===== config.mk =====
export PLATFORM = sky130hd
export DESIGN_NAME = psed_ram
export DESIGN_NICKNAME = d
export VERILOG_FILES = /design/src/hw/rtl/psed_ram.sv
export SDC_FILE = /design/constraint.sdc
export NUM_CORES = 1
export LEC_CHECK = 0
export BUFFER_PORTS_ARGS = -buffer_cell sky130_fd_sc_hd__buf_2
export CORE_UTILIZATION = 65
export CTS_BUF_LIST = sky130_fd_sc_hd__clkbuf_8 sky130_fd_sc_hd__clkbuf_16
export CTS_CLUSTER_DIAMETER = 30
export CTS_CLUSTER_SIZE = 25
export DETAILED_ROUTE_END_ITERATION = 10
export GPL_TIMING_DRIVEN = 0
export PLACE_DENSITY_LB_ADDON = 0.05
export SLEW_MARGIN = 20
export SYNTH_ARGS = -nofsm -noshare
export SYNTH_HDL_FRONTEND = slang
export SYNTH_SLANG_ARGS = --single-unit
export TNS_END_PERCENT = 10

===== constraint.sdc =====
create_clock -name clk -period 4.15 [get_ports clk]
set_input_delay 1.245 -clock clk [delete_from_list [all_inputs] [get_ports clk]]
set_output_delay 1.245 -clock clk [all_outputs]
set_load 0.02 [all_outputs]

===== src/hw/rtl/psed_ram.sv =====
module psed_ram #(
	parameter int WIDTH = 8,
	parameter int DEPTH = 16,
	localparam int AW = (DEPTH > 1) ? $clog2(DEPTH) : 1
) (
	input  logic                     clk,
	input  logic                     wr_en,
	input  logic [AW-1:0]            wr_addr,
	input  logic [WIDTH-1:0]         wr_data,
	input  logic                     rd_en,
	input  logic [AW-1:0]            rd_addr,
	output logic [WIDTH-1:0]         rd_data
);
	logic [WIDTH-1:0] mem_q [DEPTH];

	always_ff @(posedge clk) begin
		if (wr_en)
			mem_q[wr_addr] <= wr_data;
		if (rd_en)
			rd_data <= mem_q[rd_addr];
	end
endmodule


Word level (Yosys, flattened, before mapping):

Memory sizes are Yosys's and may differ from the RTL's. A register that Yosys moved wholly into a read port is not among the register bits.
Cells that the tools add are included.

* multiplexer cells: 2

Operator list (count)
* two-way mux 1 bit: 2

* bits in registers: 0
* memories kept: 1
* output and inout port bits: 8
* word-level logic and storage cells: 3
* bits in writable memories: 128

Memories
* mem_q: words 16, bits a word 8, read ports 1, clocked after Yosys merged registers in 1, wr ports 1, RTL line 14 `logic [WIDTH-1:0] mem_q [DEPTH];`

Depth between registers and ports, before layout:

Gate-level depths: netlist (run 1).

* word-level depth: 2
* gate-level depth with buffers: 5

Least setup slack after synthesis (run 1):

OpenSTA, ideal clock, no wires.

* kind: input port to flip-flop
* start point: in wr_addr[2]
* end point: mem mem_q[0][0], enable pin
* stages: 2
* slack: 1.412 ns
* library setup time: 0.383 ns
* arrival time: 2.355 ns
* required time: 3.767 ns
* path buffers: 0
* cells stage by stage: or3b_2 -> nor3_1

RTL lines
* from (decl): RTL line 8 `input logic [AW-1:0] wr_addr,`
* to (decl): RTL line 14

No word-level cell before the write port.

Worst setup path after layout (run 1):

* start point: in wr_addr[2]
* end point: mem mem_q[3][6], enable pin

No word-level cell before the write port.

==> results.sh, run 1 <==
export IMPL_final_cell_mix="136 x edfxtp_1, 28 x buf_2, 18 x mux4_2, 16 x a22oi_1, 16 x clkbuf_16"
export IMPL_tightest_slew_ps=809.5
export IMPL_maxSlewViolCount=0
export IMPL_cts_hold_buf=0
export IMPL_ctsResizeCount=0
export IMPL_num_antenna_cells=0
export IMPL_fin_tns_setup_ps=0
export IMPL_pwr_share_comb_pct=4.7
export IMPL_crit_path_end_kind="register"
export IMPL_p_int_mw=2.636
export IMPL_rsz0062_at_grt="no"
export IMPL_p_switching_mw=0.6429
export IMPL_crit_type="primary input to register"
export IMPL_syn_inst=229
export IMPL_drc=0
export IMPL_cp_start_kind="primary input"
export IMPL_clock_sinks=136
export IMPL_hold_viol_final=0
export IMPL_pin_count=27
export IMPL_drt_initial_drc_count=289
export IMPL_synth_yosys_seq_area_share_pct=78.12
export IMPL_area_delta_synth_final_pct=17.02
export IMPL_fin_util_pct=78.75
export IMPL_r2r_end="rd_data[1]"
export IMPL_min_to="rd_data[3]"
export IMPL_core_area_mm2=0.007767
export IMPL_grt_max_degree=17
export IMPL_dr_pass1_iters=5
export IMPL_portBuffers=25
export IMPL_cap_violations=0
export IMPL_r2r_setup_slack_ps=2550
export IMPL_synth_seq_cells=136
export IMPL_nNetsFinal=292
export IMPL_cts_clk_slew_worst_paths_ps=60
export IMPL_cp_top_family="simple AND/OR/NAND/NOR gates"
export IMPL_die_area_mm2=0.008405
export IMPL_drt_wl_total_mm=10.36
export IMPL_hp_class="register to register"
export IMPL_post_synth_cell_area_avg_um2=22.83
export IMPL_drive_gt1_share_pct=30.63
export IMPL_cp_cell_sequence="buf_2, or3b_2, nor2_1"
export IMPL_die_x_um=91.68
export IMPL_status="finished, final reports clean"
export IMPL_wl_met2_mm=5.294
export IMPL_root_buffer="clkbuf_8"
export IMPL_syn_area_mm2=0.005228
export IMPL_crit_slowest_cell="nor2_1"
export IMPL_wl_met1_mm=4.118
export IMPL_cp_num_buf_inv=1
export IMPL_track_usage_pct=27.25
export IMPL_met3_length_um=689
export IMPL_viasPerCell=6.534
export IMPL_slowest_delay_ps=620
export IMPL_gp_congestion=0.8425
export IMPL_fillers=422
export IMPL_cts_inserted_buffers=17
export IMPL_overflow=0
export IMPL_path_max_fanout=8
export IMPL_min_period_ps=2376
export IMPL_clockBufferDepth=2
export IMPL_dp_final_hpwl_mm=6.080
export IMPL_syn_num_nets=248
export IMPL_hold_path_startpoint="mem_q[15][3]"
export IMPL_hold_path_depth=3
export IMPL_wl_per_cell_um=26.85
export IMPL_reg2reg_depth=3
export IMPL_leakagePower_nw=2.060
export IMPL_max_slew_margin_pct=45.84
export IMPL_setup_violations=0
export IMPL_tritoncts="built"
export IMPL_peakVddDrop_mv=0.4059
export IMPL_skew_ps=5.447
export IMPL_synth_cell_types=18
export IMPL_num_rows=32
export IMPL_post_cts_setup_buffers=0
export IMPL_critical_path_required_ps=4290
export IMPL_clock_latency_ps=520
export IMPL_r2r_start="mem_q[1][1]"
export IMPL_postRouteAntennaNets=0
export IMPL_h_tree_depth=4
export IMPL_min_period_over_period_pct=57.26
export IMPL_die_h_um=91.68
export IMPL_antenna_found_initial=0
export IMPL_ys_warn_count=0
export IMPL_clkPwrFrac_pct=47.8
export IMPL_switching_share_pct=19.61
export IMPL_final_common_cell="edfxtp_1"
export IMPL_top_layer_used="met4"
export IMPL_grt_first_pass_wirelength_mm=15.15
export IMPL_fmax_mhz=420.8
export IMPL_initial_core_util_pct=67.30
export IMPL_grt_pass1_vias=2508
export IMPL_p_seq_share_pct=47.5
export IMPL_route_vias_total=2522
export IMPL_power_density_mw_per_mm2=536.0
export IMPL_cp_arrival_ps=2520
==> worst reg2reg max path: cells and delay by family, from the launching register on <==
family	cells	cell delay, ps
multiplexers	1	550
flip-flops	1	360
AO/OA/AOI/OAI	1	320
AND/OR/NAND/NOR	1	110
==> metrics by stage <==
step | instances | power (mW) | hold WS [ps] | cell area, um2 | worst slack, ps
final | 386 | 3.279 | 761.8 | 6117 | 1774
after global routing | 386 | 3.352 | 807.6 | 6117 | 1718
after CTS | 386 | 3.285 | 762.3 | 6117 | 1810
after detailed placement | 356 | 1.736 | 750.6 | 5500 | 1241
after floorplan | 229 | 1.669 | 704.8 | 5228 | 1412
after global placement | 356 | 1.729 | 725.8 | 5480 | 901.6
==> registers in the layout, summed over array words and instances (netlist names) <==
name and count:
mem_q 128, rd_data 8
==> how the worst max path moves through the flow <==
stage / from / depth (start not counted) / slack (ps) / endpoint
6_report: wr_addr[2] / 3 / 1770 / mem_q[3][6]
3_5_place_dp: wr_addr[2] / 3 / 1240 / mem_q[2][0]
4_1_cts: wr_addr[2] / 3 / 1810 / mem_q[1][7]
3_3_place_gp: wr_addr[2] / 3 / 900 / mem_q[0][3]
2_1_floorplan: wr_addr[2] / 2 / 1410 / mem_q[0][0]
5_1_grt: wr_addr[2] / 3 / 1720 / mem_q[3][4]
==> metal layers <==
metal,global-route usage [%],up-vias
met4,10.58,0
met5,0,-
met1,36.69,1266
li1,-,1070
met3,6.468,24
met2,44.05,162
==> power by group through the flow <==
| stage | Sequential (mW) | Clock (mW) | Combinational (mW) |
|---|---|---|---|
| 4_1_cts | 1.56 | 1.57 | 0.155 |
| 3_5_place_dp | 1.58 | 0 | 0.152 |
| 3_3_place_gp | 1.58 | 0 | 0.148 |
| 6_report | 1.56 | 1.57 | 0.155 |
| 5_1_grt | 1.56 | 1.63 | 0.162 |
| 2_1_floorplan | 1.59 | 0 | 0.0781 |
==> synthesized netlist by cell type <==
master,count,share of area (%)
buf_6,3,0.65
nand2_1,9,0.65
and2_1,1,0.12
mux4_1,14,7.0
and2b_1,1,0.14
nand3b_1,2,0.29
edfxtp_1,136,78
or3b_2,1,0.17
nand3_1,1,0.096
a22oi_1,16,2.3
nor3_1,4,0.38
clkdlybuf4s25_2,3,0.57
buf_4,1,0.14
nor2b_1,1,0.12
nor2_1,13,0.93
mux4_2,18,7.8
nand2b_1,2,0.24
buf_2,3,0.29
==> kinds of logic (layout without fill, tap and decap cells) <==
family                 Yosys count  after routing  synth area share [%]
AO/OA/AOI/OAI                   16             16                 2.298
buffers and inverters           10             65                 1.651
flip-flops                     136            136                 78.12
multiplexers                    32             32                 14.79
AND/OR/NAND/NOR                 35             35                 3.136
==> cell type report <==
class / instances / area, um2 / share of cell area (%)
Tap cell: 102 / 127.6 / 2.086
Buffer: 10 / 86.33 / 1.411
Clock buffer: 17 / 414.1 / 6.770
Timing Repair Buffer: 25 / 125.1 / 2.045
Sequential cell: 136 / 4084 / 66.76
Multi-Input combinational cell: 83 / 1077 / 17.61
Clock inverter: 13 / 202.7 / 3.314
Note: power is estimated with default switching activity, not from simulation.
==> inputs of run 2 (changes only) <==
- CORE_UTILIZATION: 65 -> 54
- clock period: 4.15 -> 2.1 ns (I/O delays scaled with it)
==> results.sh, run 2 (synthesis results as in run 1) <==
export IMPL_min_period_over_period_pct=86.60
export IMPL_die_area_mm2=0.01008
export IMPL_portBuffers=25
export IMPL_cts_hold_buf=0
export IMPL_h_tree_depth=4
export IMPL_cp_cell_sequence="buf_2, or3b_2, nor2_1"
export IMPL_cp_start_kind="primary input"
export IMPL_num_rows=35
export IMPL_final_cell_mix="136 x edfxtp_1, 28 x buf_2, 18 x mux4_2, 16 x a22oi_1, 16 x clkbuf_16"
export IMPL_maxSlewViolCount=0
export IMPL_root_buffer="clkbuf_8"
export IMPL_cts_clk_slew_worst_paths_ps=50
export IMPL_viasPerCell=5.772
export IMPL_area_delta_synth_final_pct=15.56
export IMPL_die_h_um=100.4
export IMPL_gp_congestion=0.7226
export IMPL_regMostFlops="mem_q"
export IMPL_route_vias_total=2384
export IMPL_largest_register_ffs=128
export IMPL_cap_violations=0
export IMPL_crit_path_end_kind="register"
export IMPL_min_period_ps=1819
export IMPL_hold_viol_final=0
export IMPL_reg_largest_list="mem_q: 128 flops, rd_data: 8 flops"
export IMPL_antenna_found_initial=0
export IMPL_tritoncts="built"
export IMPL_critical_path_required_ps=2230
export IMPL_post_cts_setup_buffers=0
export IMPL_drt_initial_drc_count=206
export IMPL_setup_ws_ps=281.4
export IMPL_nNetsFinal=292
export IMPL_leakagePower_nw=2.013
export IMPL_final_common_cell="edfxtp_1"
export IMPL_crit_slowest_cell="nor2_1"
export IMPL_fin_util_pct=64.76
export IMPL_drive_gt1_share_pct=29.23
export IMPL_initial_core_util_pct=56.04
export IMPL_tightest_slew_ps=845.2
export IMPL_dr_pass1_iters=5
export IMPL_num_antenna_cells=0
export IMPL_hp_class="primary input to register"
export IMPL_wl_per_cell_um=23.15
export IMPL_pin_count=27
export IMPL_track_usage_pct=21.50
export IMPL_rsz0062_at_grt="no"
export IMPL_grt_max_degree=17
export IMPL_power_density_mw_per_mm2=976.5
export IMPL_overflow=0
export IMPL_dp_final_hpwl_mm=6.023
export IMPL_post_place_ws_ps=-222.8
export IMPL_clock_sinks=136
export IMPL_path_max_fanout=8
export IMPL_grt_pass1_vias=2455
export IMPL_skew_ps=7.402
export IMPL_cp_arrival_ps=1950
export IMPL_peakVddDrop_mv=0.5812
export IMPL_crit_type="primary input to register"
export IMPL_clock_latency_ps=510
export IMPL_ctsResizeCount=0
export IMPL_grt_first_pass_wirelength_mm=14.58
export IMPL_status="finished, final reports clean"
export IMPL_core_area_mm2=0.009328
export IMPL_drt_wl_total_mm=9.563
export IMPL_slowest_delay_ps=670
export IMPL_drc=0
export IMPL_clockBufferDepth=2
export IMPL_setup_violations=0
export IMPL_cts_inserted_buffers=17
export IMPL_max_slew_margin_pct=43.44
export IMPL_die_x_um=100.4
export IMPL_fmax_mhz=549.9
export IMPL_postRouteAntennaNets=0
run 2: cell count changes in the layout (fill, tap and decap cells not counted), sizes merged:
cell,delta
clkinvlp,+1
clkinv,+3
bufinv,-4
run 2: final cells by class:
cell class,instances,area (um2)
tap,129,161.4
timing repair buffer,25,125.1
fill,614,3287
multi-input combinational,83,1077
clock inverter,13,92.59
clock buffer,17,414.1
sequential,136,4084
buffer,10,86.33
run 2: power breakdown:
group / switching, mW / total (mW) / internal (mW)
Clock: 1.00 / 2.52 / 1.52
Sequential: 0.0128 / 3.07 / 3.06
Combinational: 0.183 / 0.301 / 0.118
run 2: routing by layer:
layer  GRT usage, %  wire, um
met5              0         0
met4          6.689        29
met2          31.82      4567
met3          5.919       456
met1          31.67      4510
run 2: critical path, delay by kind of cell:
| family | cells | cell delay, ps |
|---|---|---|
| AND/OR/NAND/NOR | 2 | 1200 |
| buffers and inverters | 1 | 120 |
run 2: final timing paths:
kind	start	end	slack (ps)	depth (start not counted)
setup / recovery	wr_addr[2]	mem_q[2][1]	280	3
hold / removal	rd_en	rd_data[2]	470	1
setup reg to reg	mem_q[5][0]	rd_data[0]	550	3
hold reg to reg	mem_q[8][2]	rd_data[2]	760	3
run 2: through the flow:
stage          total power, mW  cell area (um2)  TNS (ps)  instances  hold WS [ps]
3_5_place_dp             3.434             5534     -6656        383         752.7
4_1_cts                  5.938             6041         0        413         449.4
5_1_grt                  6.089             6041         0        413         454.6
3_3_place_gp             3.423             5519    -12530        383         733.7
6_report                 5.899             6041         0        413         471.5
2_1_floorplan            3.298             5233         0        229         704.8
